**src/hw/rtl/pcgsbd_pkg.sv**
```systemverilog
`default_nettype none

package pcgsbd_pkg;

   // Item field widths.
   localparam int OPCODE_W    = 2;
   localparam int STREAM_W    = 4;
   localparam int BOUND_W     = 32;
   localparam int SEED_W      = 64;
   localparam int STATE_LOW_W = 52;
   localparam int DRAW_W      = 32;
   localparam int STATE_W     = 64;

   // One generator per value of the stream index.
   localparam int NUM_STREAMS = 2 ** STREAM_W;

   // Generator constants.
   localparam logic [STATE_W-1:0] LCG_MULT   = 64'h5851_F42D_4C95_7F2D;
   localparam logic [STATE_W-1:0] INIT_STATE = 64'h853C_49E6_748F_EA9B;
   localparam logic [STATE_W-1:0] INIT_INC   = 64'hDA3E_39CB_94B9_5BDB;
   localparam logic [31:0]        MULT_LO    = LCG_MULT[31:0];
   localparam logic [31:0]        MULT_HI    = LCG_MULT[63:32];

   typedef enum logic [OPCODE_W-1:0] {
      OP_RAW     = 2'd0,
      OP_BOUNDED = 2'd1,
      OP_RESEED  = 2'd2,
      OP_SET_LOW = 2'd3
   } op_type;

   typedef enum logic [3:0] {
      S_IDLE,
      S_LOAD,
      S_SEED2,
      S_THR,
      S_MUL0,
      S_MUL1,
      S_MUL2,
      S_MUL3,
      S_MOD,
      S_WRITE
   } fsm_state_type;

   // XSH-RR output permutation of the state before the step.
   function automatic logic [DRAW_W-1:0] xsh_rr(input logic [STATE_W-1:0] old);
      logic [STATE_W-1:0] mixed;
      logic [DRAW_W-1:0]  xs;
      logic [4:0]         rot;
      logic [5:0]         lrot;
      mixed = ((old >> 18) ^ old) >> 27;
      xs    = mixed[DRAW_W-1:0];
      rot   = old[63:59];
      lrot  = 6'd32 - {1'b0, rot};
      return (xs >> rot) | (xs << lrot);
   endfunction

endpackage

`default_nettype wire

```
**src/hw/rtl/pcg32_stream_bounded_draw_core.sv**
```systemverilog
// Sixteen PCG32 streams held in two memories (state and increment), each with one write
// port and one read port, worked on one item at a time. An item is taken when start is high
// and busy is low; its result appears on the rsp_ ports for exactly one cycle with rsp_valid,
// and the receiver cannot stall it, so it must be captured in that cycle. A bounded draw
// whose span does not cover all 32-bit values repeats the generator step until a draw
// passes the rejection threshold. Each generator step uses one 32 x 32 multiplier in
// states S_MUL0 to S_MUL2, and such a bounded draw runs the one-bit-per-cycle remainder
// unit twice (threshold and final reduction). Entries not yet written read as the reset seed.
`default_nettype none

module pcg32_stream_bounded_draw_core (
   input  logic                                      clock,
   input  logic                                      reset,
   input  logic                                      start,
   output logic                                      busy,
   input  logic [pcgsbd_pkg::OPCODE_W-1:0]           req_opcode,
   input  logic [pcgsbd_pkg::STREAM_W-1:0]           req_stream_index,
   input  logic signed [pcgsbd_pkg::BOUND_W-1:0]     req_lower_bound,
   input  logic signed [pcgsbd_pkg::BOUND_W-1:0]     req_upper_bound,
   input  logic [pcgsbd_pkg::SEED_W-1:0]             req_seed_value,
   input  logic [pcgsbd_pkg::STATE_LOW_W-1:0]        req_state_value,
   output logic                                      rsp_valid,
   output logic [pcgsbd_pkg::DRAW_W-1:0]             rsp_draw_value,
   output logic [pcgsbd_pkg::STATE_LOW_W-1:0]        rsp_state_low
);

   import pcgsbd_pkg::*;

   // Stream memories and their registered read data.
   logic [STATE_W-1:0] state_mem [NUM_STREAMS];
   logic [STATE_W-1:0] inc_mem   [NUM_STREAMS];
   logic [STATE_W-1:0] rd_state_ff;
   logic [STATE_W-1:0] rd_inc_ff;
   logic [NUM_STREAMS-1:0] valid_ff;

   fsm_state_type fsm_ff, fsm_in;

   // Captured item and working registers.
   op_type                   op_ff;
   logic [STREAM_W-1:0]      idx_ff;
   logic [SEED_W-1:0]        seed_ff;
   logic [STATE_LOW_W-1:0]   set_ff;
   logic [BOUND_W-1:0]       ulo_ff;
   logic [BOUND_W-1:0]       span_ff;
   logic                     full_ff;
   logic [STATE_W-1:0]       work_state_ff;
   logic [STATE_W-1:0]       work_inc_ff;
   logic [STATE_W-1:0]       prod_ff;
   logic [31:0]              cross_ff;
   logic [DRAW_W-1:0]        r_ff;
   logic [BOUND_W-1:0]       rem_ff;
   logic [BOUND_W-1:0]       num_ff;
   logic [4:0]               cnt_ff;

   logic                     rsp_valid_ff, rsp_valid_in;
   logic [DRAW_W-1:0]        rsp_draw_ff, rsp_draw_in;
   logic [STATE_LOW_W-1:0]   rsp_low_ff, rsp_low_in;

   logic accept;
   logic mem_we;
   logic bounded_loop;

   // Bound ordering and span, worked out from the ports as the item is taken.
   logic                 swap;
   logic [BOUND_W-1:0]   lo_u;
   logic [BOUND_W-1:0]   hi_u;
   logic [BOUND_W-1:0]   span_in;

   assign swap    = req_upper_bound < req_lower_bound;
   assign lo_u    = swap ? $unsigned(req_upper_bound) : $unsigned(req_lower_bound);
   assign hi_u    = swap ? $unsigned(req_lower_bound) : $unsigned(req_upper_bound);
   assign span_in = hi_u - lo_u + 32'd1;

   // Stream entry as seen through the valid bits.
   logic [STATE_W-1:0] cur_state;
   logic [STATE_W-1:0] cur_inc;

   assign cur_state = valid_ff[idx_ff] ? rd_state_ff : INIT_STATE;
   assign cur_inc   = valid_ff[idx_ff] ? rd_inc_ff   : INIT_INC;

   // Shared 32 x 32 multiplier; the step's low 64 bits are built from three products.
   logic [31:0]        mul_a;
   logic [31:0]        mul_b;
   logic [63:0]        mul_p;

   always_comb begin
      case (fsm_ff)
         S_MUL1: begin
            mul_a = work_state_ff[63:32];
            mul_b = MULT_LO;
         end
         S_MUL2: begin
            mul_a = work_state_ff[31:0];
            mul_b = MULT_HI;
         end
         default: begin
            mul_a = work_state_ff[31:0];
            mul_b = MULT_LO;
         end
      endcase
   end

   assign mul_p = {32'd0, mul_a} * {32'd0, mul_b};

   // One restoring remainder step per cycle.
   logic [32:0]        div_shift;
   logic               div_ge;
   logic [BOUND_W-1:0] div_rem;
   logic [32:0]        div_diff;

   assign div_shift = {rem_ff, num_ff[31]};
   assign div_diff  = div_shift - {1'b0, span_ff};
   assign div_ge    = div_shift >= {1'b0, span_ff};
   assign div_rem   = div_ge ? div_diff[31:0] : div_shift[31:0];

   // A bounded draw that needs rejection and reduction.
   assign bounded_loop = (op_ff == OP_BOUNDED) && !full_ff;

   // Next state.
   always_comb begin
      fsm_in = fsm_ff;
      case (fsm_ff)
         S_IDLE: begin
            if (start) fsm_in = S_LOAD;
         end
         S_LOAD: begin
            case (op_ff)
               OP_RESEED:  fsm_in = S_SEED2;
               OP_SET_LOW: fsm_in = S_WRITE;
               OP_BOUNDED: fsm_in = full_ff ? S_MUL0 : S_THR;
               default:    fsm_in = S_MUL0;
            endcase
         end
         S_SEED2: fsm_in = S_MUL0;
         S_THR: begin
            if (cnt_ff == 5'd0) fsm_in = S_MUL0;
         end
         S_MUL0: fsm_in = S_MUL1;
         S_MUL1: fsm_in = S_MUL2;
         S_MUL2: fsm_in = S_MUL3;
         S_MUL3: begin
            if (!bounded_loop) fsm_in = S_WRITE;
            else if (r_ff < rem_ff) fsm_in = S_MUL0;
            else fsm_in = S_MOD;
         end
         S_MOD: begin
            if (cnt_ff == 5'd0) fsm_in = S_WRITE;
         end
         S_WRITE: fsm_in = S_IDLE;
         default: fsm_in = S_IDLE;
      endcase
   end

   // Outputs of the sequencer.
   always_comb begin
      busy         = fsm_ff != S_IDLE;
      mem_we       = fsm_ff == S_WRITE;
      rsp_valid_in = fsm_ff == S_WRITE;
      rsp_low_in   = work_state_ff[STATE_LOW_W-1:0];
      case (op_ff)
         OP_RAW:     rsp_draw_in = r_ff;
         OP_BOUNDED: rsp_draw_in = full_ff ? r_ff : ulo_ff + rem_ff;
         default:    rsp_draw_in = '0;
      endcase
   end

   assign accept = start && !busy;

   // Control registers.
   always_ff @(posedge clock) begin
      if (reset) begin
         fsm_ff       <= S_IDLE;
         valid_ff     <= '0;
         rsp_valid_ff <= 1'b0;
      end else begin
         fsm_ff       <= fsm_in;
         rsp_valid_ff <= rsp_valid_in;
         if (mem_we) valid_ff[idx_ff] <= 1'b1;
      end
   end

   // Stream memories: write back at the end of an item, read at the address on the port.
   always_ff @(posedge clock) begin
      if (mem_we) begin
         state_mem[idx_ff] <= work_state_ff;
         inc_mem[idx_ff]   <= work_inc_ff;
      end
      rd_state_ff <= state_mem[req_stream_index];
      rd_inc_ff   <= inc_mem[req_stream_index];
   end

   // Result registers.
   always_ff @(posedge clock) begin
      if (rsp_valid_in) begin
         rsp_draw_ff <= rsp_draw_in;
         rsp_low_ff  <= rsp_low_in;
      end
   end

   // Datapath.
   always_ff @(posedge clock) begin
      if (accept) begin
         op_ff   <= op_type'(req_opcode);
         idx_ff  <= req_stream_index;
         seed_ff <= req_seed_value;
         set_ff  <= req_state_value;
         ulo_ff  <= lo_u;
         span_ff <= span_in;
         full_ff <= span_in == '0;
      end
      case (fsm_ff)
         S_LOAD: begin
            rem_ff <= '0;
            num_ff <= '0 - span_ff;
            cnt_ff <= 5'd31;
            case (op_ff)
               OP_RESEED: begin
                  work_inc_ff   <= {seed_ff[SEED_W-2:0], 1'b1};
                  work_state_ff <= seed_ff + INIT_STATE;
               end
               OP_SET_LOW: begin
                  work_inc_ff   <= cur_inc;
                  work_state_ff <= {cur_state[STATE_W-1:STATE_LOW_W], set_ff};
               end
               default: begin
                  work_inc_ff   <= cur_inc;
                  work_state_ff <= cur_state;
               end
            endcase
         end
         S_SEED2: begin
            // The first step from a zero state leaves just the increment.
            work_state_ff <= work_state_ff + work_inc_ff;
         end
         S_THR, S_MOD: begin
            rem_ff <= div_rem;
            num_ff <= {num_ff[BOUND_W-2:0], 1'b0};
            cnt_ff <= cnt_ff - 5'd1;
         end
         S_MUL0: begin
            prod_ff <= mul_p;
            r_ff    <= xsh_rr(work_state_ff);
         end
         S_MUL1: begin
            prod_ff  <= prod_ff + work_inc_ff;
            cross_ff <= mul_p[31:0];
         end
         S_MUL2: begin
            cross_ff <= cross_ff + mul_p[31:0];
         end
         S_MUL3: begin
            work_state_ff <= {prod_ff[63:32] + cross_ff, prod_ff[31:0]};
            // An accepted draw starts the final reduction; rem_ff still holds the threshold.
            if (bounded_loop && !(r_ff < rem_ff)) begin
               rem_ff <= '0;
               num_ff <= r_ff;
               cnt_ff <= 5'd31;
            end
         end
         default: begin
         end
      endcase
   end

   assign rsp_valid      = rsp_valid_ff;
   assign rsp_draw_value = rsp_draw_ff;
   assign rsp_state_low  = rsp_low_ff;

endmodule

`default_nettype wire

```
**config.mk**
```make
export PLATFORM = sky130hd
export DESIGN_NAME = pcg32_stream_bounded_draw_core
export DESIGN_NICKNAME = d
export VERILOG_FILES = /design/src/hw/rtl/pcgsbd_pkg.sv /design/src/hw/rtl/pcg32_stream_bounded_draw_core.sv
export SDC_FILE = /design/constraint.sdc
export NUM_CORES = 2
export LEC_CHECK = 0
export ABC_AREA = 0
export BUFFER_PORTS_ARGS = -buffer_cell sky130_fd_sc_hd__buf_4
export CAP_MARGIN = 20
export CORE_MARGIN = 2
export CORE_UTILIZATION = 60
export CTS_CLUSTER_SIZE = 12
export DETAILED_ROUTE_END_ITERATION = 8
export GPL_TIMING_DRIVEN = 0
export PLACE_DENSITY_LB_ADDON = 0.12
export SLEW_MARGIN = 20
export SYNTH_ARGS = -nofsm -noshare
export SYNTH_HDL_FRONTEND = slang
export SYNTH_SLANG_ARGS = --single-unit
```
**constraint.sdc**
```tcl
create_clock -name clock -period 13.6 [get_ports clock]
set_input_delay 3.4 -clock clock [delete_from_list [all_inputs] [get_ports clock]]
set_output_delay 3.4 -clock clock [all_outputs]
set_load 0.005 [all_outputs]
```
==> results.md <==
- Setup Buffers After CTS: 0
- Arr. time, crit path: 13760 ps
- Worst Hold Class: reg2reg
- RSZ-0062 raised after global routing: false
- Core Box Area: 0.2432 sq mm
- Max cap viols: 0
- Cell repeated most along the worst path: ha_1
- Distinct cells, synth: 89
- H-tree Lvls: 5
- Initial antenna violation count: 47
- R2R cell count: 38
- DR pass1 iterations: 7
- Mapped Avg Cell Area: 14.37 sq um
- Post-synth ARST share: 0
- Drt initial violations: 16.00k
- Vias: 100.2k
- IO Port Bufs: 274
- Remaining antenna violation count after routing: 0
- Reg-to-reg startpoint: fsm_ff[1]
- Yosys top cell area share: 0.5407
- # clock sinks: 2793
- CTS root buffer: clkbuf_16
- Final hold violations: 0
- # DRC: 0
- CP Max Fanout: 10
- Largest net degree at the start of global routing: 57
- WP data required: 14230 ps
- Cells after Synth: 10.22k
- Final layout net count: 12.65k
- Crit. End Element: register
- GRT Residual Overflow: 0
- Place WS: 205.1 ps
- Post-DP HPWL: 388.5 mm
- Most used DFF post-synth: edfxtp_1
- Fin cells: 14.56k
- Post-synthesis register bit count: 2793
- Crit path buffers/inverters: 7
- Tcrit/Tclk final: 0.9651
- Slowest Stage Delay on Critical Path: 940 ps
- Initial Util: 0.6037
- First-pass GRT wire length: 742.4 mm
- Fmax: 0.07619 GHz
- CP Depth: 38
- Worst Max-Slew Pin Slew: 1281 ps
- Synth area leader: edfxtp_1
- Vias in the first global route: 98.98k
- Reg-to-Reg End: cross_ff[30]
- Synth cell count leaders: edfxtp_1, ha_1, inv_1
- Fin worst setup slack: 474.8 ps
- R2R Setup Slk: 470 ps
- Rows: 181
- CTS tree: done
- Startpoint Class: register
- Delay-heaviest family, CP: compound AO/OA/AOI/OAI gates
- Clock latency on the worst-skew pair: 1020 ps
- Total track usage: 0.4283
- Setup violations, final: 0
- Most numerous cell in the Yosys netlist: edfxtp_1
- Num CTS Buffers: 310
- Clock Skew: 144.7 ps
- Placed Cells: 14.00k
- Die area: 0.2487 sq mm
- Ranking of synthesized cells by area: edfxtp_1, mux4_2, fa_1, ha_1, dfxtp_1
- EDFF count, synth: 2644
- Slowest CP cell: nor2_1
- Routed wire length: 534.6 mm
- Synth warn: 0
- P&R area growth vs syn: 13.95%
- GPL Wtd Cong: 1.021
- Dpl cell area: 0.1578 sq mm
- Worst Setup SP: fsm_ff[1]
- Fin. max-slew vios: 0
- Final core occ: 0.6880
- Share of cells above drive strength 1: 0.1556
- Clk slew on worst S/H paths: 60 ps
- Clock buffer depth: 4
- Cell area after layout: 0.1673 sq mm
- I/O Pins: 275
- Sequential-to-total area share from yosys stat: 0.5610
- Synth Cell Area: 0.1468 sq mm
- Vias per Instance: 6.880
- Final Critical Period: 13130 ps
- Slew Limit Headroom: 0.1463
- Routed WL per cell: 36.72 um
- Critical Path End: cross_ff[30]
- Status: finished, final reports clean
- Type of the worst setup path: reg2reg
- Chip Width: 498.7 um
- Chip height: 498.7 um
==> sequential cells by signal, summed over array words and instances, names as in the netlist, 16 cells and up <==
signal	count
span_ff	32
valid_ff	16
ulo_ff	32
num_ff	32
work_state_ff	64
inc_mem	1024
state_mem	1024
seed_ff	64
rsp_draw_value	32
r_ff	32
rd_inc_ff	64
rem_ff	32
rd_state_ff	64
rsp_state_low	52
work_inc_ff	64
prod_ff	64
set_ff	52
cross_ff	32
==> how the worst min path moves through the flow <==
stage,startpoint,end,slack (ps),cells after the start
after global placement,valid_ff[8],valid_ff[8],450,2
final,valid_ff[6],valid_ff[6],470,2
after CTS,valid_ff[10],valid_ff[10],470,2
after floorplan,valid_ff[10],valid_ff[10],430,2
after detailed placement,valid_ff[10],valid_ff[10],450,2
after global routing,valid_ff[10],valid_ff[10],480,2
==> cell families after synthesis <==
kind of cell	Yosys count	synth area share
buffers and inverters	1189	0.03039
other	2	0.00005114
muxes	748	0.1055
xor gates and xnor gates	405	0.02416
AOI/OAI and AO/OA	1884	0.07950
DFF	2793	0.5610
and+or+nand+nor	1859	0.05711
adders and majority gates	1339	0.1423
==> cell usage in the layout, fill, tap and decap left out, drive strengths merged, types with 128 or more instances in the layout <==
cell / netlist / final
a21o: 208 / 208
a21oi: 560 / 560
buf: 66 / 610
clkbuf: 350 / 831
dfxtp: 149 / 149
edfxtp: 2644 / 2644
fa: 552 / 552
ha: 787 / 787
inv: 771 / 782
mux4: 638 / 638
nand2: 683 / 683
nand3: 128 / 128
nor2: 550 / 550
o21ai: 532 / 532
xnor2: 230 / 230
xor2: 175 / 175
==> worst register-to-register path, delay by kind of cell (launching register included) <==
kind / cells / cell delay (ps)
AOI/OAI and AO/OA: 13 / 3870
adders and majority gates: 10 / 3830
buffers and inverters: 7 / 1340
DFF: 1 / 300
xor gates and xnor gates: 2 / 980
and+or+nand+nor: 6 / 2550
==> per-stage QoR <==
| stage | hold slack [ps] | setup TNS [ps] |
|---|---|---|
| finish | 471.4 | 0 |
| detailed placement | 452.9 | 0 |
| CTS | 467.9 | 0 |
| floorplan | 434.8 | 0 |
| global route | 484.0 | 0 |
| global placement | 445.0 | -9804480 |
==> area by class of cell <==
class / count / area, sq um
Antenna cell: 25 / 62.56
Buffer: 416 / 1654
Clock buffer: 463 / 8625
Clock inverter: 59 / 509.2
Fill cell: 16090 / 75890
Inverter: 773 / 2909
Multi-Input combinational cell: 6266 / 60300
Sequential cell: 2793 / 82380
Tap cell: 3202 / 4006
Timing Repair Buffer: 562 / 6892
==> metal layers <==
metal / share of wire / global-route usage
met4: 0.079 / 0.2787
met3: 0.13 / 0.1188
met5: 0.00065 / 0
met2: 0.44 / 0.6410
met1: 0.35 / 0.5539
==> what timing repair did <==
action | 4_1_cts | 5_1_grt
endpoints found under the setup margin | 0 | 2
hold buffers | 0 | 0
gates resized for setup | 0 | 3
Power is left out: the tool's default activity adds up to more than one toggle a clock period on the data nets, which glitch-free logic cannot reach.
